## src/period_frequency_meter_7seg_assert.svh

```systemverilog
// assertion macros used by the frequency meter controller
`ifndef PERIOD_FREQUENCY_METER_7SEG_ASSERT_SVH
`define PERIOD_FREQUENCY_METER_7SEG_ASSERT_SVH

// condition in the same cycle implies consequence in the same cycle
`define PFM7_ASSERT_NOW(lbl, clk, rst, ante, cons, msg) \
  lbl: assert property (@(posedge clk) disable iff (rst) (ante) |-> (cons)) \
    else $error(msg);

// condition in one cycle implies consequence in the next cycle
`define PFM7_ASSERT_NEXT(lbl, clk, rst, ante, cons, msg) \
  lbl: assert property (@(posedge clk) disable iff (rst) (ante) |=> (cons)) \
    else $error(msg);

`endif

```

## src/pfm7_pkg.sv

```systemverilog
// shared constants, types and helper functions of the frequency meter
package pfm7_pkg;

  // default width of the sample counter
  localparam int unsigned COUNT_BITS_DEF = 20;

  // sample period register
  localparam int unsigned PERIOD_W = 16;
  localparam logic [PERIOD_W-1:0] PERIOD_RESET = 16'd770;

  // reciprocal division: 1e8 hundredths-of-hertz microseconds
  localparam int unsigned DIVIDEND_W = 27;
  localparam logic [DIVIDEND_W-1:0] DIVIDEND = 27'd100000000;
  localparam int unsigned STEP_W = $clog2(DIVIDEND_W);

  // a divisor at or below this limit gives a quotient above the display range
  localparam int unsigned OVF_LIMIT = 10000;

  // displayed value and digits
  localparam int unsigned VAL_W = 14;
  localparam logic [VAL_W-1:0] MAX_DISPLAY = 14'd9999;
  localparam int unsigned DIGIT_W = 4;
  localparam int unsigned NUM_DIGITS = 4;
  localparam int unsigned POS_W = 2;

  // divide by ten through a reciprocal, exact for every value below 2^14
  localparam int unsigned RECIP_W = 16;
  localparam logic [RECIP_W-1:0] RECIP_10 = 16'd52429;
  localparam int unsigned RECIP_SHIFT = 19;

  // digit position codes
  localparam logic [POS_W-1:0] POS_TENS       = 2'd0;
  localparam logic [POS_W-1:0] POS_ONES       = 2'd1;
  localparam logic [POS_W-1:0] POS_TENTHS     = 2'd2;
  localparam logic [POS_W-1:0] POS_HUNDREDTHS = 2'd3;

  // commands from the controller to the datapath
  typedef struct packed {
    logic cnt_inc;     // count one sample, saturating
    logic mul_load;    // form period * count, clear the count
    logic div_init;    // start the reciprocal division
    logic div_step;    // one quotient bit
    logic sat_load;    // load the clamped value for digit split
    logic split_step;  // peel off one decimal digit
    logic emit_next;   // current digit transaction done
  } ctrl_cmd_t;

  // status from the datapath to the controller
  typedef struct packed {
    logic div_last;
    logic split_last;
    logic pos_last;
  } dp_status_t;

  // seven-segment pattern, bit0 segment a to bit6 segment g
  function automatic logic [6:0] seg_code(input logic [DIGIT_W-1:0] d);
    logic [6:0] s;
    case (d)
      4'd0:    s = 7'h3F;
      4'd1:    s = 7'h06;
      4'd2:    s = 7'h5B;
      4'd3:    s = 7'h4F;
      4'd4:    s = 7'h66;
      4'd5:    s = 7'h6D;
      4'd6:    s = 7'h7D;
      4'd7:    s = 7'h07;
      4'd8:    s = 7'h7F;
      4'd9:    s = 7'h6F;
      default: s = 7'h3F;
    endcase
    return s;
  endfunction

endpackage

```

## src/period_frequency_meter_7seg.sv

```systemverilog
// sequence: after the final high sample the block forms the product, runs the divider and splits
//   the digits, then emits one digit per cycle while out_ready is high
// throughput: one level sample per cycle while idle; a finished period holds input through the
//   arithmetic, dominated by the 27-step serial reciprocal divider, and 3 or 4 digit transactions
// reset: synchronous, active high; clears the phase, count and sequencer, period back to 770
module period_frequency_meter_7seg #(
  parameter int unsigned COUNT_BITS = pfm7_pkg::COUNT_BITS_DEF
) (
  input  logic                          clk,
  input  logic                          rst,
  input  logic                          cfg_valid,
  output logic                          cfg_ready,
  input  logic [pfm7_pkg::PERIOD_W-1:0] sample_period_us,
  input  logic                          in_valid,
  output logic                          in_ready,
  input  logic                          level,
  output logic                          out_valid,
  input  logic                          out_ready,
  output logic [6:0]                    segments,
  output logic                          decimal_point,
  output logic [pfm7_pkg::POS_W-1:0]    digit_position,
  output logic                          overflow,
  output logic                          last
);
  import pfm7_pkg::*;

  ctrl_cmd_t  cmd;
  dp_status_t status;

  // configuration writes land at any time
  assign cfg_ready = 1'b1;

  pfm7_ctrl u_ctrl (
    .clk       (clk),
    .rst       (rst),
    .in_valid  (in_valid),
    .in_ready  (in_ready),
    .level     (level),
    .out_valid (out_valid),
    .out_ready (out_ready),
    .status    (status),
    .cmd       (cmd)
  );

  pfm7_dp #(
    .COUNT_BITS (COUNT_BITS)
  ) u_dp (
    .clk            (clk),
    .rst            (rst),
    .cfg_we         (cfg_valid),
    .cfg_data       (sample_period_us),
    .cmd            (cmd),
    .status         (status),
    .segments       (segments),
    .decimal_point  (decimal_point),
    .digit_position (digit_position),
    .overflow       (overflow),
    .last           (last)
  );

endmodule

```

## src/pfm7_dp.sv

```systemverilog
// datapath: sample counter, period product, serial divider, digit split
module pfm7_dp #(
  parameter int unsigned COUNT_BITS = pfm7_pkg::COUNT_BITS_DEF
) (
  input  logic                             clk,
  input  logic                             rst,
  input  logic                             cfg_we,
  input  logic [pfm7_pkg::PERIOD_W-1:0]    cfg_data,
  input  pfm7_pkg::ctrl_cmd_t              cmd,
  output pfm7_pkg::dp_status_t             status,
  output logic [6:0]                       segments,
  output logic                             decimal_point,
  output logic [pfm7_pkg::POS_W-1:0]       digit_position,
  output logic                             overflow,
  output logic                             last
);
  import pfm7_pkg::*;

  localparam int unsigned PROD_W = PERIOD_W + COUNT_BITS;
  localparam int unsigned CMP_W  = (DIVIDEND_W + 1 > PROD_W) ? DIVIDEND_W + 1 : PROD_W;
  localparam logic [COUNT_BITS-1:0] COUNT_MAX = {COUNT_BITS{1'b1}};
  localparam logic [PROD_W-1:0] OVF_LIM = PROD_W'(OVF_LIMIT);
  localparam logic [STEP_W-1:0] STEP_FIRST = STEP_W'(DIVIDEND_W - 1);

  logic [PERIOD_W-1:0]   period;
  logic [COUNT_BITS-1:0] count;
  logic [PROD_W-1:0]     product;
  logic [DIVIDEND_W-1:0] rem;
  logic [DIVIDEND_W-1:0] quot;
  logic [STEP_W-1:0]     step_idx;
  logic                  ovf;
  logic [VAL_W-1:0]      val;
  logic [DIGIT_W-1:0]    digits [NUM_DIGITS];
  logic [POS_W-1:0]      dig_idx;
  logic [POS_W-1:0]      pos;

  // divider step: shift in the next dividend bit, subtract when it fits
  logic [DIVIDEND_W:0]   trial;
  logic [CMP_W-1:0]      trial_ext;
  logic [CMP_W-1:0]      diff;
  logic                  fits;

  always_comb begin
    trial     = {rem, quot[DIVIDEND_W-1]};
    trial_ext = CMP_W'(trial);
    fits      = trial_ext >= CMP_W'(product);
    diff      = trial_ext - CMP_W'(product);
  end

  // digit split: quotient and remainder by ten
  logic [VAL_W+RECIP_W-1:0] q_full;
  logic [VAL_W-1:0]         q10;
  logic [VAL_W-1:0]         ten_q;
  logic [DIGIT_W-1:0]       r10;

  always_comb begin
    q_full = (VAL_W+RECIP_W)'(val) * (VAL_W+RECIP_W)'(RECIP_10);
    q10    = VAL_W'(q_full >> RECIP_SHIFT);
    ten_q  = (q10 << 3) + (q10 << 1);
    r10    = DIGIT_W'(val - ten_q);
  end

  // sample period register
  always_ff @(posedge clk) begin
    if (rst) begin
      period <= PERIOD_RESET;
    end else if (cfg_we) begin
      period <= cfg_data;
    end
  end

  // saturating sample counter
  always_ff @(posedge clk) begin
    if (rst) begin
      count <= '0;
    end else if (cmd.mul_load) begin
      count <= '0;
    end else if (cmd.cnt_inc && count != COUNT_MAX) begin
      count <= count + 1'b1;
    end
  end

  // period product and divider
  always_ff @(posedge clk) begin
    if (cmd.mul_load) begin
      product <= PROD_W'(period) * PROD_W'(count);
    end
    if (cmd.div_init) begin
      rem  <= '0;
      quot <= DIVIDEND;
      ovf  <= product <= OVF_LIM;
    end else if (cmd.div_step) begin
      rem  <= fits ? diff[DIVIDEND_W-1:0] : trial[DIVIDEND_W-1:0];
      quot <= {quot[DIVIDEND_W-2:0], fits};
    end
    if (cmd.sat_load) begin
      val <= ovf ? MAX_DISPLAY : quot[VAL_W-1:0];
    end else if (cmd.split_step) begin
      val <= q10;
      digits[dig_idx] <= r10;
    end
  end

  // step and position counters
  always_ff @(posedge clk) begin
    if (rst) begin
      step_idx <= '0;
      dig_idx  <= '0;
      pos      <= POS_TENS;
    end else begin
      if (cmd.div_init) begin
        step_idx <= STEP_FIRST;
      end else if (cmd.div_step) begin
        step_idx <= step_idx - 1'b1;
      end
      if (cmd.sat_load) begin
        dig_idx <= POS_HUNDREDTHS;
      end else if (cmd.split_step) begin
        dig_idx <= dig_idx - 1'b1;
        // a zero tens digit is skipped
        if (dig_idx == POS_TENS) begin
          pos <= (r10 == '0) ? POS_ONES : POS_TENS;
        end
      end else if (cmd.emit_next) begin
        pos <= pos + 1'b1;
      end
    end
  end

  // status to the controller
  always_comb begin
    status.div_last   = step_idx == '0;
    status.split_last = dig_idx == POS_TENS;
    status.pos_last   = pos == POS_HUNDREDTHS;
  end

  // result payload
  assign segments       = seg_code(digits[pos]);
  assign decimal_point  = pos == POS_ONES;
  assign digit_position = pos;
  assign overflow       = ovf;
  assign last           = pos == POS_HUNDREDTHS;

endmodule

```

## src/pfm7_ctrl.sv

```systemverilog
// controller: level phase tracking and measurement sequencing
`include "period_frequency_meter_7seg_assert.svh"

module pfm7_ctrl (
  input  logic                 clk,
  input  logic                 rst,
  input  logic                 in_valid,
  output logic                 in_ready,
  input  logic                 level,
  output logic                 out_valid,
  input  logic                 out_ready,
  input  pfm7_pkg::dp_status_t status,
  output pfm7_pkg::ctrl_cmd_t  cmd
);
  import pfm7_pkg::*;

  typedef enum logic [6:0] {
    S_IDLE  = 7'b0000001,
    S_MUL   = 7'b0000010,
    S_PREP  = 7'b0000100,
    S_DIV   = 7'b0001000,
    S_SAT   = 7'b0010000,
    S_SPLIT = 7'b0100000,
    S_EMIT  = 7'b1000000
  } state_t;

  typedef enum logic [3:0] {
    PH_WAIT_LOW = 4'b0001,
    PH_ARMED    = 4'b0010,
    PH_HIGH     = 4'b0100,
    PH_LOW      = 4'b1000
  } phase_t;

  state_t state, state_next;
  phase_t phase, phase_next;
  logic   in_fire;
  logic   finish;
  logic   cnt_inc;

  assign in_ready  = state == S_IDLE;
  assign out_valid = state == S_EMIT;
  assign in_fire   = in_valid && in_ready;

  // level phase tracking and sample counting
  always_comb begin
    phase_next = phase;
    cnt_inc    = 1'b0;
    finish     = 1'b0;
    if (in_fire) begin
      case (phase)
        PH_WAIT_LOW: begin
          if (!level) phase_next = PH_ARMED;
        end
        PH_ARMED: begin
          if (level) begin
            phase_next = PH_HIGH;
            cnt_inc    = 1'b1;
          end
        end
        PH_HIGH: begin
          if (!level) phase_next = PH_LOW;
          cnt_inc = 1'b1;
        end
        PH_LOW: begin
          if (level) begin
            phase_next = PH_WAIT_LOW;
            finish     = 1'b1;
          end else begin
            cnt_inc = 1'b1;
          end
        end
        default: phase_next = PH_WAIT_LOW;
      endcase
    end
  end

  // measurement sequence
  always_comb begin
    state_next = state;
    case (state)
      S_IDLE:  if (finish) state_next = S_MUL;
      S_MUL:   state_next = S_PREP;
      S_PREP:  state_next = S_DIV;
      S_DIV:   if (status.div_last) state_next = S_SAT;
      S_SAT:   state_next = S_SPLIT;
      S_SPLIT: if (status.split_last) state_next = S_EMIT;
      S_EMIT:  if (out_ready && status.pos_last) state_next = S_IDLE;
      default: state_next = S_IDLE;
    endcase
  end

  // datapath commands
  always_comb begin
    cmd.cnt_inc    = cnt_inc;
    cmd.mul_load   = state == S_MUL;
    cmd.div_init   = state == S_PREP;
    cmd.div_step   = state == S_DIV;
    cmd.sat_load   = state == S_SAT;
    cmd.split_step = state == S_SPLIT;
    cmd.emit_next  = (state == S_EMIT) && out_ready;
  end

  always_ff @(posedge clk) begin
    if (rst) begin
      state <= S_IDLE;
      phase <= PH_WAIT_LOW;
    end else begin
      state <= state_next;
      phase <= phase_next;
    end
  end

  // input and output sides never open together
  `PFM7_ASSERT_NOW(a_ready_valid_excl, clk, rst, 1'b1, !(in_ready && out_valid),
    "input ready while a digit transaction is pending")
  // a high level in the low phase starts the arithmetic
  `PFM7_ASSERT_NEXT(a_finish_starts, clk, rst,
    in_fire && phase == PH_LOW && level, state == S_MUL && phase == PH_WAIT_LOW,
    "measurement end did not start the arithmetic")
  // the hundredths digit closes the run
  `PFM7_ASSERT_NEXT(a_last_returns_idle, clk, rst,
    out_valid && out_ready && status.pos_last, in_ready,
    "block not idle after the final digit")
  // no sample counted outside the idle state
  `PFM7_ASSERT_NOW(a_count_only_idle, clk, rst, cmd.cnt_inc, state == S_IDLE,
    "sample counted while busy")

endmodule
```

## config.mk

```make
export PLATFORM = sky130hd
export DESIGN_NAME = period_frequency_meter_7seg
export DESIGN_NICKNAME = d
export VERILOG_FILES = /design/src/pfm7_pkg.sv /design/src/period_frequency_meter_7seg.sv /design/src/pfm7_dp.sv /design/src/pfm7_ctrl.sv
export VERILOG_INCLUDE_DIRS = /design/src /design/src/src
export SDC_FILE = /design/constraint.sdc
export NUM_CORES = 1
export LEC_CHECK = 0
export BUFFER_PORTS_ARGS = -buffer_cell sky130_fd_sc_hd__buf_2
export CAP_MARGIN = 15
export CORE_ASPECT_RATIO = 0.7
export CORE_MARGIN = 4
export CORE_UTILIZATION = 40
export CTS_CLUSTER_SIZE = 14
export DETAILED_ROUTE_END_ITERATION = 6
export SLEW_MARGIN = 20
export SYNTH_ARGS = -nofsm -noshare
export SYNTH_HDL_FRONTEND = slang
export SYNTH_SLANG_ARGS = --single-unit
```

## constraint.sdc

```tcl
create_clock -name clk -period 12.5 [get_ports clk]
set_input_delay 0.625 -clock clk [delete_from_list [all_inputs] [get_ports clk]]
set_output_delay 0.625 -clock clk [all_outputs]
set_load 0.01 [all_outputs]
```

==> impl_results.md, run 1 <==
- Area occupied by multi-input gates: 0.0161 mm²
- RePlAce Congestion: 0.875
- CP endpoint kind: register
- R2R cell count: 20
- Core area: 0.0553 mm²
- Most used cell, CP: fa_1
- HPWL Detailed: 43000 µm
- Mux contribution to synthesized area: 2.19%
- Hold Startpoint: sample_period_us[9]
- Routed wire length: 53400 µm
- Starting DRT DRC Count: 1115
- Post_cts resized: 0
- Post-Synth XOR/XNOR Area: 3.68%
- Total number of vias: 16300
- Register area share after synthesis: 19.0%
- Worst EP arrival: 7.80 ns
- RSZ-0062 raised after global routing: false
- Outcome: finished clean
- Ys async rst share: 0%
- Worst-path cell chain: nand2_1 -> fa_1 -> fa_1 -> inv_1 -> fa_1 -> fa_1 -> inv_1 -> fa_1 -> fa_1 -> inv_1 -> ha_1 -> a21oi_1 -> o21ai_0 -> a2111oi_0 -> a2111oi_0 -> o21a_1 -> o21ai_1 -> nand2b_1 -> a211oi_1 -> nor2_1
- Synth unique cells: 76
- R2R Path End: u_dp.product[31]$_DFFE_PP_
- Least-Margin Pin Slew: 1.13 ns
- Final Worst Setup Slack: 4.91 ns
- CTS Hold Bufs: 0
- Initial antenna violation count: 0
- Total global routing track utilization: 18.4%
- Met3 Wirelength: 3520 µm
- Critical path peak fanout: 21
- Setup bufs post-CTS: 0
- Final ANT Viol Nets: 0
- Max Cap Viol: 0
- Final Max Tran Viols: 0
- Power per cell area: 55.7 mW/mm²
- FF+latch count, synth: 179
- Global-route wire length before repair: 88800 µm
- Setup violators final: 0
- Diodes inserted: 0
- Pre-CTS setup slack: 4.99 ns
- Leakage power total: 11.5 nW
- Post-route clock period utilization: 60.7%
- Hold Crit Class: in -> reg
- WP data required: 12.71 ns
- WP buf/inv: 3
- TritonCTS clock tree: yes
- Compound-gate portion of the synthesized area: 10.0%
- Crit. path cell count: 20
- Largest family of logic cells by synthesized area: adder cells
- Switching part of the total: 29.1%
- Peak supply drop: 0.0744 mV
- Die width: 291 µm
- Part of the power in registers: 48.2%
- Syn avg cell area: 9.20 µm²
- Port buffer count: 35
- Reg2reg setup slack: 4.91 ns
- Cell-internal power: 0.000940 W
- Register cell area after layout: 0.00425 mm²
- Synth Area in Adders: 41.5%
- Synth Area in Simple Gates: 14.3%
- Initial Util: 40.5%
- CTS max path bufs: 2
- # rows: 72
- Remaining global-route overflow: 0
- Final min period: 7.59 ns
- H-tree depth: 4
- Final nets: 2975
- Clock group share of total power: 42.9%
- Share of cells above drive strength 1: 4.57%
- Routed length on met1: 27200 µm
- Clock Skew: 0.0197 ns
- Post-synthesis net count: 3015
- Filler instances: 5353
- Clock latency on the worst-skew pair: 0.46 ns
- Crit-path max cell delay: 1.08 ns
- CP max stage cell: dfxtp_1
- Crit Reg-Reg Startpoint: u_dp.period[9]$_SDFFE_PP1P_
- P_sw: 0.000385 W
- # IOs: 37
- Wire per inst: 17.0 µm
- Sum Neg Setup Slack: 0 ns
- CTS Root Cell: clkbuf_16
- Yosys warning count: 0
- Synth Instances: 2432
- DRT Pass-1 Iters: 5
- P&R area growth vs syn: 6.42%
- Largest net degree at the start of global routing: 59
- Die H: 206 µm
- Total clock sinks: 179
- Final Hold Viols: 0
- Drt drc: 0
- Vias in the first global route: 16300
- Clock transition at path regs: 0.08 ns
- Fmax achieved: 132 MHz
- Number of flops mapped to enable cells by yosys: 67
- Die area: 0.0599 mm²
- Worst slew margin: 24.3%
- Routed met2 length: 22100 µm
- DR top layer: met4
- Mapped Area: 0.0224 mm²
- Crit Path Class: reg -> reg
- Total clock buffers created by CTS: 17
- Via density: 5.19
- Critical path startpoint category: register
- CP Capture Point: u_dp.product[31]$_DFFE_PP_
- Crit-path leading delay family: adder cells
- Combinational share of power: 8.9%
- Beginning of the critical path: u_dp.period[9]$_SDFFE_PP1P_
- Dominant synthesized flop cell: dfxtp_1
-- flip-flops by register name, summed over array words and instances, names as in the netlist, named ones only --
name / count
u_dp.digits: 16
u_dp.step_idx: 5
u_ctrl.phase: 4
u_dp.digit_position: 2
u_dp.period: 16
u_dp.val: 14
u_dp.count: 20
u_dp.product: 36
u_ctrl.state: 7
u_dp.overflow: 1
u_dp.quot: 27
u_dp.rem: 27
u_dp.dig_idx: 2
-- layer usage --
| layer | track usage [%] | vias to the layer above |
|---|---|---|
| met5 | 0 | - |
| met4 | 2.74 | 0 |
| met3 | 3.33 | 34 |
| met2 | 26.5 | 457 |
| met1 | 29.1 | 8103 |
| li1 | - | 7723 |
-- per-stage QoR --
stage | hold WS (ns) | cells | area, µm² | util, % | power [W]
2_1_floorplan | 0.437 | 2432 | 22400 | - | 0.000733
3_3_place_gp | 0.446 | 3113 | 23200 | 41.9 | 0.000766
3_5_place_dp | 0.455 | 3113 | 23200 | 41.9 | 0.000768
4_1_cts | 0.370 | 3145 | 23800 | 43.1 | 0.00134
5_1_grt | 0.379 | 3145 | 23800 | 43.1 | 0.00138
6_report | 0.395 | 3145 | 23800 | 43.1 | 0.00133
-- cells in the final DEF, fill, tap and decap left out, types with 9 or more instances in the layout --
cell type	netlist	layout
a21oi_1	100	100
nand2_1	285	285
a211oi_1	15	15
o21a_1	19	19
xor2_1	45	45
nor4_1	10	10
clkbuf_16	0	17
dfxtp_1	112	112
edfxtp_1	67	67
o21ai_0	57	57
nand3_1	22	22
inv_1	435	435
fa_1	303	303
o21ai_1	14	14
nor3_1	27	27
nand2b_1	15	15
and2_1	128	128
nor2_1	108	107
buf_2	2	35
ha_1	258	258
mux2i_1	40	40
a21o_1	24	24
nand4_1	22	22
xnor2_1	49	49
a31oi_1	11	11
nor2b_1	9	9
buf_4	3	17
a22o_1	15	15
o22a_1	11	11
-- cells in the mapped netlist (9+ instances only) --
library cell | number | area [µm²]
nor3_1 | 27 | 135
o21a_1 | 19 | 143
nand4_1 | 22 | 138
o21ai_0 | 57 | 285
dfxtp_1 | 112 | 2240
nand2_1 | 285 | 1070
clkbuf_1 | 96 | 360
nor2b_1 | 9 | 56.3
o22a_1 | 11 | 96.3
nand2b_1 | 15 | 93.8
and2_1 | 128 | 801
o21ai_1 | 14 | 70.1
a211oi_1 | 15 | 113
xnor2_1 | 49 | 429
buf_1 | 10 | 37.5
nand3_1 | 22 | 110
xor2_1 | 45 | 394
a22o_1 | 15 | 131
ha_1 | 258 | 3230
a21o_1 | 24 | 180
nor2_1 | 108 | 405
edfxtp_1 | 67 | 2010
nor4_1 | 10 | 62.6
a31oi_1 | 11 | 68.8
mux2i_1 | 40 | 400
fa_1 | 303 | 6070
inv_1 | 435 | 1630
a21oi_1 | 100 | 500
-- worst register-to-register path: cells and delay by family, from the launching register on --
| family | cells | cell delay (ns) |
|---|---|---|
| fa+ha+maj | 7 | 3.58 |
| flops | 1 | 1.08 |
| buf+inv | 3 | 0.15 |
| simple gates | 3 | 0.36 |
| compound gates | 7 | 2.17 |
-- power groups by stage --
stage	clock network [W]	logic, W	registers, W
after floorplan	0	0.000103	0.000630
after global placement	0	0.000115	0.000651
after detailed placement	0	0.000116	0.000652
after CTS	0.000582	0.000117	0.000638
after global routing	0.000604	0.000132	0.000642
final	0.000568	0.000118	0.000639
-- how the worst min path moves through the flow --
stage	to	slack, ns	cells after the start
floorplan	u_dp.quot[16]$_SDFFE_PP1P_	0.44	1
global placement	u_dp.quot[22]$_SDFFE_PP1P_	0.45	1
detailed placement	u_dp.quot[20]$_SDFFE_PP1P_	0.45	1
CTS	u_dp.period[9]$_SDFFE_PP1P_	0.37	3
global route	u_dp.period[9]$_SDFFE_PP1P_	0.38	3
finish	u_dp.period[9]$_SDFFE_PP1P_	0.39	3
-- logic make-up after synthesis --
logic type                 Yosys count
AOI/OAI and AO/OA                  332
xor gates and xnor gates            94
muxes                               45
buffers and inverters              549
adders and majority gates          561
other                                1
and+or+nand+nor                    671
DFF                                179
-- area by class of cell --
type | count | share of cell area [%]
flip-flops and latches | 179 | 17.9
clock buffers | 17 | 1.79
multi-input cells | 1704 | 67.4
clock inverters | 15 | 0.846
repair buffers | 52 | 1.27
inverters | 438 | 6.90
well taps | 740 | 3.89
Note: power is estimated with default switching activity, not from simulation.
==> run 2, diff against run 1 <==
- ABC_AREA: not set -> 1
- clock period: 12.5 -> 7.9 ns (I/O delays scaled with it)
==> run 2 against run 1 <==
Hold slack worse by 0.23 ns. Synthesized area up 6.5%. Sequential share of layout area is 1.2 points lower. Sequential cell count stayed put. Routed wire length grew 16%. Final area rose by 7.0%. Clock-buffer cell count unchanged. Critical path type unchanged. Largest cell class unchanged.
==> impl_results.md, run 2 <==
- RSZ-0062 raised after global routing: false
- Leading area contributor after synthesis: fa_1
- Clock Skew: 0.0200 ns (+0.000373 ns)
- FF+latch count, synth: 179 (unchanged)
- CTS Hold Bufs: 0 (unchanged)
- Vias in the first global route: 18800 (+15%)
- Critical path startpoint category: register
- Worst EP arrival: 6.61 ns (-1.19 ns)
- Sum Neg Setup Slack: 0 ns (unchanged)
- Total global routing track utilization: 20.3% (+1.9 points)
- Final nets: 3681 (+24%)
- Die area: 0.0636 mm² (+6.3%)
- Area occupied by multi-input gates: 0.0164 mm² (+1.8%)
- Least-Margin Pin Slew: 1.05 ns (-0.0795 ns)
- Peak supply drop: 0.110 mV (+48%)
- Final Hold Viols: 0 (unchanged)
- Global-route wire length before repair: 103000 µm (+16%)
- CP max stage cell: dfxtp_1
- CTS max path bufs: 2 (unchanged)
- Compound-gate portion of the synthesized area: 7.41% (-2.6 points)
- Initial antenna violation count: 1 (+1)
- Final Worst Setup Slack: 1.48 ns (-3.43 ns)
- Largest net degree at the start of global routing: 47 (-20%)
- R2R cell count: 20 (unchanged)
- Leakage power total: 13.8 nW (+20%)
- Critical path peak fanout: 17 (-19%)
- Most common cell in the netlist: inv_1
- Drt drc: 0 (unchanged)
- CTS Root Cell: clkbuf_16
- Flip-flop count of the largest register after layout: 36 (unchanged)
- Clock transition at path regs: 0.09 ns (about the same)
- Worst hold endpoint: u_dp.period[13]$_SDFFE_PP0P_
- Setup bufs post-CTS: 0 (unchanged)
- Routed wire length: 62000 µm (+16%)
- Worst slew margin: 29.6% (+5.3 points)
- Post-synthesis net count: 3698 (+23%)
- WP data required: 8.10 ns (-4.61 ns)
- Mapped Area: 0.0238 mm² (+6.5%)
- Hold Startpoint: sample_period_us[13]
- CP endpoint kind: register
- RePlAce Congestion: 0.940 (+7.4%)
- Synth Area in Simple Gates: 19.6% (+5.3 points)
- Diodes inserted: 0 (unchanged)
- Largest family of logic cells by synthesized area: adder cells
- Remaining global-route overflow: 0 (unchanged)
- Yosys top cell area share: 25.4% (-1.7 points)
- Crit-path leading delay family: adder cells
- Total number of vias: 19200 (+18%)
- Most used cell, CP: fa_1
- # rows: 74 (+2.8%)
- Reg2reg setup slack: 1.48 ns (-3.43 ns)
- Post_cts resized: 0 (unchanged)
- Mux contribution to synthesized area: 0% (-2.2 points)
- Crit Reg-Reg Startpoint: u_dp.period[7]$_SDFFE_PP0P_
- Yosys warning count: 0 (unchanged)
- Starting DRT DRC Count: 1602 (+44%)
- Core area: 0.0587 mm² (+6.1%)
- Biggest register: u_dp.product
- Synth unique cells: 48 (-37%)
- Final min period: 6.42 ns (-1.17 ns)
- Ys async rst share: 0% (unchanged)
- Most frequent cells in the layout: inv_1, nand2_1, fa_1
- Die H: 212 µm (+3.1%)
- P&R area growth vs syn: 6.94%
- Post-route clock period utilization: 81.2% (+21 points)
- WP buf/inv: 5 (+2)
- Number of flops mapped to enable cells by yosys: 67 (unchanged)
- Synth area leaders: fa_1, ha_1, inv_1, nand2_1, dfxtp_1
- DRT Pass-1 Iters: 6 (+1)
- Commonest non-fill, non-tap cell in the layout: inv_1
- TritonCTS clock tree: yes
- Register cell area after layout: 0.00425 mm² (unchanged)
- Fmax achieved: 156 MHz (+18%)
- Die width: 300 µm (+3.1%)
- Setup violators final: 0 (unchanged)
- Final ANT Viol Nets: 0 (unchanged)
- Dominant synthesized flop cell: dfxtp_1
- Port buffer count: 35 (unchanged)
- Max Cap Viol: 0 (unchanged)
- Initial Util: 40.6% (+0.15 points)
- Via density: 4.92 (-5.2%)
- Pre-CTS setup slack: 1.54 ns (-3.45 ns)
- Total clock sinks: 179 (unchanged)
- Synth Area in Adders: 39.0% (-2.5 points)
- Power per cell area: 86.5 mW/mm² (+55%)
- Final Max Tran Viols: 0 (unchanged)
- Outcome: finished clean
- Wire per inst: 15.9 µm (-6.4%)
- Share of cells above drive strength 1: 3.60% (-0.97 points)
- Commonest cells post-synth: inv_1, nand2_1, fa_1, ha_1, nor2_1
- Post-Synth XOR/XNOR Area: 2.50% (-1.2 points)
- Hold Crit Class: in -> reg
- R2R Path End: u_dp.product[31]$_DFFE_PP_
- Filler instances: 6068 (+13%)
- # IOs: 37 (unchanged)
- Clock latency on the worst-skew pair: 0.46 ns (about the same)
- Crit Path Class: reg -> reg
- HPWL Detailed: 51400 µm (+20%)
- Register area share after synthesis: 17.8% (-1.2 points)
- Worst hold stages: 3 (unchanged)
- Syn avg cell area: 7.65 µm² (-17%)
- Total clock buffers created by CTS: 17 (unchanged)
- Synth Instances: 3115 (+28%)
- Crit-path max cell delay: 0.94 ns (-0.14 ns)
- H-tree depth: 4 (unchanged)
- Largest regs: u_dp.product x36, u_dp.quot x27, u_dp.rem x27
- Worst-path cell chain: buf_4 -> nand2_1 -> fa_1 -> fa_1 -> fa_1 -> fa_1 -> inv_1 -> fa_1 -> inv_1 -> fa_1 -> inv_1 -> ha_1 -> nand2_1 -> nor2_1 -> inv_1 -> o21ai_0 -> a21boi_0 -> nand2_1 -> a21oi_1 -> xnor2_1
[run 2: cell count changes after synthesis, moves of 17 or more]
cell      previous run  this run
o21a_1              19         2
xnor2_1             49        24
a21oi_1            100       141
nor2_1             108       172
mux2i_1             40         0
nand3_1             22       116
inv_1              435       756
clkbuf_1            96        69
nand2_1            285       738
and2_1             128         2
o21ai_0             57        82
[run 2: layer usage]
layer	global-route usage, %	up-vias	wire length, µm
met3	3.77	38	5020
met4	3.98	0	799
met5	0	-	0
li1	-	9506	-
met1	33.2	9104	32700
met2	27.3	577	23500
[run 2: cell families after synthesis]
| kind of cell | Yosys count |
|---|---|
| AO/OA/AOI/OAI | 313 |
| XOR/XNOR | 68 |
| adder cells (fa/ha/maj) | 561 |
| buffers and inverters | 860 |
| flip-flops | 179 |
| other | 1 |
| AND/OR/NAND/NOR | 1133 |
[run 2: worst max-delay path by stage]
stage | start | to | slack (ns) | cells past startpoint
2_1_floorplan | u_dp.count[5]$_SDFFE_PP0P_ | u_dp.product[28]$_DFFE_PP_ | 2.10 | 19
6_report | u_dp.period[7]$_SDFFE_PP0P_ | u_dp.product[31]$_DFFE_PP_ | 1.48 | 20
5_1_grt | u_dp.period[11]$_SDFFE_PP0P_ | u_dp.product[35]$_DFFE_PP_ | 1.07 | 20
3_5_place_dp | u_dp.count[5]$_SDFFE_PP0P_ | u_dp.product[28]$_DFFE_PP_ | 1.54 | 18
4_1_cts | u_dp.period[11]$_SDFFE_PP0P_ | u_dp.product[28]$_DFFE_PP_ | 1.51 | 18
3_3_place_gp | u_dp.period[11]$_SDFFE_PP0P_ | u_dp.product[31]$_DFFE_PP_ | 1.60 | 18
[run 2: stage by stage]
step / hold WS (ns) / area [µm²] / util (%) / std cells / power, W
after floorplan: 0.433 / 23800 / - / 3115 / 0.00119
after global placement: 0.457 / 24800 / 42.3 / 3877 / 0.00129
after detailed placement: 0.458 / 24800 / 42.3 / 3877 / 0.00129
after CTS: 0.146 / 25500 / 43.4 / 3909 / 0.00222
after global routing: 0.168 / 25500 / 43.4 / 3909 / 0.00229
final: 0.160 / 25500 / 43.4 / 3909 / 0.00221
[run 2: worst register-to-register path: cells and delay by family, from the launching register on]
| family | cells | cell delay (ns) |
|---|---|---|
| adder cells (fa/ha/maj) | 7 | 3.49 |
| flip-flops | 1 | 0.94 |
| AO/OA/AOI/OAI | 3 | 0.58 |
| AND/OR/NAND/NOR | 4 | 0.52 |
| buffers and inverters | 5 | 0.47 |
| XOR/XNOR | 1 | 0.13 |
[run 2: layout make-up]
cell class | count | share of cell area, %
repair buffers | 62 | 1.48
flip-flops and latches | 179 | 16.7
clock inverters | 15 | 0.879
well taps | 798 | 3.92
multi-input cells | 2076 | 64.1
inverters | 762 | 11.2
clock buffers | 17 | 1.67
[run 2: power breakdown]
part | switching (W) | internal, W
clock network | 0.000484 | 0.000452
registers | 0.0000491 | 0.000983
logic | 0.000165 | 0.0000719
==> run 3, diff against run 2 <==
- ABC_AREA: 1 -> 0
- clock period: 7.9 -> 6.6 ns (I/O delays scaled with it)
==> run 3 against run 2 <==
Non-clock buffer count up 104. Clock-buffer cell count unchanged. Routed wire length down 13%. Via count down 13%. Sequential cell count unchanged. Power up 17%. First-iteration DRC count down 39%. Clock power up 20%. Sequential power up 15%. Register-to-register slack worse by 1.3 ns. Sequential share of layout area up 0.42 points. Hold slack worse by 0.060 ns. Critical path type unchanged. Highest routed layer unchanged.
==> impl_results.md, run 3 (synthesized netlist as in run 1, its figures left out) <==
- Final min period: 6.45 ns (+0.0384 ns)
- Flip-flop count of the largest register after layout: 36 (unchanged)
- Die width: 291 µm (-3.0%)
- Total global routing track utilization: 18.1% (-2.2 points)
- Clock Skew: 0.0145 ns (-0.00556 ns)
- Sum Neg Setup Slack: 0 ns (unchanged)
- Reg2reg setup slack: 0.15 ns (-1.34 ns)
- Crit Reg-Reg Startpoint: u_dp.period[3]$_SDFFE_PP0P_
- Worst slew margin: 30.7% (+1.1 points)
- Least-Margin Pin Slew: 1.04 ns (-0.0175 ns)
- Hold WS: 0.101 ns (-0.0597 ns)
- Drt drc: 0 (unchanged)
- DRT Pass-1 Iters: 5 (-1)
- Final nets: 3089 (-16%)
- Critical path peak fanout: 8 (-9)
- Setup violators final: 0 (unchanged)
- Worst hold stages: 3 (unchanged)
- Total clock buffers created by CTS: 17 (unchanged)
- Vias in the first global route: 16800 (-11%)
- Largest net degree at the start of global routing: 59 (+26%)
- Final ANT Viol Nets: 0 (unchanged)
- WP data required: 6.81 ns (-1.29 ns)
- CTS max path bufs: 2 (unchanged)
- Biggest register: u_dp.product
- Commonest non-fill, non-tap cell in the layout: inv_1
- Design Area, Final: 0.0253 mm² (-0.88%)
- H-tree depth: 4 (unchanged)
- Hold Startpoint: sample_period_us[8]
- Starting DRT DRC Count: 983 (-39%)
- Via density: 5.15 (+4.7%)
- Worst EP arrival: 6.66 ns (+0.05 ns)
- Area occupied by multi-input gates: 0.0163 mm² (-0.18%)
- Initial antenna violation count: 0 (-1)
- Switching part of the total: 29.9% (-1.7 points)
- Max Cap Viol: 0 (unchanged)
- Part of the power in registers: 45.8% (-1.0 points)
- Port buffer count: 35 (unchanged)
- RePlAce Congestion: 0.848 (-9.8%)
- R2R cell count: 25 (+25%)
- Clock group share of total power: 43.2% (+0.8 points)
- Die area: 0.0599 mm² (-5.9%)
- R2R Path End: u_dp.product[35]$_DFFE_PP_
- Power per cell area: 102 mW/mm² (+18%)
- Final Hold Viols: 0 (unchanged)
- Largest regs: u_dp.product x36, u_dp.quot x27, u_dp.rem x27
- Fmax achieved: 155 MHz (-0.60%)
- Worst hold endpoint: u_dp.period[8]$_SDFFE_PP1P_
- Die H: 206 µm (-3.0%)
- Clock latency on the worst-skew pair: 0.46 ns (about the same)
- Global-route wire length before repair: 88100 µm (-14%)
- CTS Root Cell: clkbuf_16
- Remaining global-route overflow: 0 (unchanged)
- # rows: 72 (-2.7%)
- RSZ-0062 raised after global routing: true
- # IOs: 37 (unchanged)
- Peak supply drop: 0.143 mV (+30%)
- Critical path startpoint category: register
- P_sw: 0.000774 W (+11%)
- Crit Path Class: reg -> reg
- Most frequent cells in the layout: inv_1, fa_1, nand2_1
- Core area: 0.0553 mm² (-5.8%)
- Clock transition at path regs: 0.09 ns (about the same)
- HPWL Detailed: 43700 µm (-15%)
- TritonCTS clock tree: yes
- Filler instances: 5321 (-12%)
- Leakage power total: 12.3 nW (-11%)
- Combinational share of power: 11.0% (+0.3 points)
- Wire per inst: 16.6 µm (+4.5%)
- P&R area growth vs syn: 12.9%
- Register cell area after layout: 0.00432 mm² (+1.6%)
- Initial Util: 40.5% (-0.15 points)
- Diodes inserted: 0 (unchanged)
- Cell Area, Placed: 0.0241 mm² (-3.1%)
- Share of cells above drive strength 1: 11.4% (+7.8 points)
- Final Max Tran Viols: 0 (unchanged)
- Hold Crit Class: in -> reg
- Outcome: finished clean
- Routed wire length: 54000 µm (-13%)
- Cell-internal power: 0.00181 W (+20%)
- Total chip power: 0.00259 W (+17%)
- Total clock sinks: 179 (unchanged)
- Post-route clock period utilization: 97.8% (+17 points)
- Total number of vias: 16800 (-13%)
- CP endpoint kind: register
## run 3: cell count changes in the layout (fill, tap and decap cells not counted), sizes merged, moves of 40 or more
cell	delta
a21oi	-41
nand3	-94
buf	+101
nor2	-66
and2	+126
mux2i	+40
nand2	-453
inv	-324
## run 3: how the worst max path moves through the flow
stage | from | endpoint | slack (ns) | cells after the start
after global placement | u_dp.count[5]$_SDFFE_PP0P_ | u_dp.product[35]$_DFFE_PP_ | -0.51 | 22
after global routing | u_dp.period[6]$_SDFFE_PP0P_ | u_dp.product[35]$_DFFE_PP_ | -0.04 | 25
after floorplan | u_dp.count[0]$_SDFFE_PP0P_ | u_dp.product[34]$_DFFE_PP_ | 0.02 | 21
after CTS | u_dp.val[9]$_DFFE_PN_ | register | 0.002 | 23
after detailed placement | u_dp.count[5]$_SDFFE_PP0P_ | u_dp.product[35]$_DFFE_PP_ | -0.66 | 22
final | u_dp.period[3]$_SDFFE_PP0P_ | u_dp.product[35]$_DFFE_PP_ | 0.15 | 25
## run 3: layout make-up
cell class,instances,share of cell area [%]
Sequential cell,179,17.1
Tap cell,740,3.66
Clock inverter,15,0.871
Timing Repair Buffer,166,5.57
Inverter,438,6.51
Clock buffer,17,1.68
Multi-Input combinational cell,1704,64.6
## run 3: power groups by stage
stage               clock network [W]  logic, W  registers (W)
floorplan                           0  0.000196        0.00119
global placement                    0  0.000262        0.00121
detailed placement                  0  0.000266        0.00121
CTS                           0.00115  0.000268        0.00119
global route                  0.00118  0.000310        0.00119
finish                        0.00112  0.000283        0.00118
## run 3: critical path, stage by stage, from the launching register on
cell	delay, ns
dfxtp_4	0.44
buf_12	0.15
nand2_1	0.07
fa_1	0.53
inv_1	0.05
fa_1	0.48
inv_1	0.05
fa_1	0.46
fa_1	0.54
inv_1	0.05
fa_1	0.53
inv_1	0.05
fa_1	0.52
inv_1	0.06
ha_4	0.16
nor2_1	0.15
nand3_2	0.14
a2111oi_4	0.43
buf_4	0.20
a2111oi_4	0.07
buf_4	0.14
o21a_1	0.20
o21ai_2	0.22
nand3b_1	0.13
a31oi_2	0.24
xnor2_1	0.10
## run 3: per-layer routing
layer	vias up	wire (µm)	global-route usage (%)
met1	8390	28100	28.5
met4	0	348	2.76
met3	34	3450	3.56
met2	383	22100	25.9
li1	7967	-	-
met5	-	0	0
## run 3: repair_timing
item                                    CTS  global route
gates cloned                              0             3
buffers inserted                          4            14
endpoints found under the setup margin   13            12
pin swaps                                 3            31
resized for setup                        26            67
hold buffers                              0             0
## run 3: stage by stage
step	std cells	setup slack (ns)	util [%]
final	3259	0.146	45.7
after global routing	3259	-0.0435	45.7
after CTS	3242	0.00175	44.9
after detailed placement	3206	-0.657	43.5
after global placement	3206	-0.511	43.5
after floorplan	2432	0.0193	-
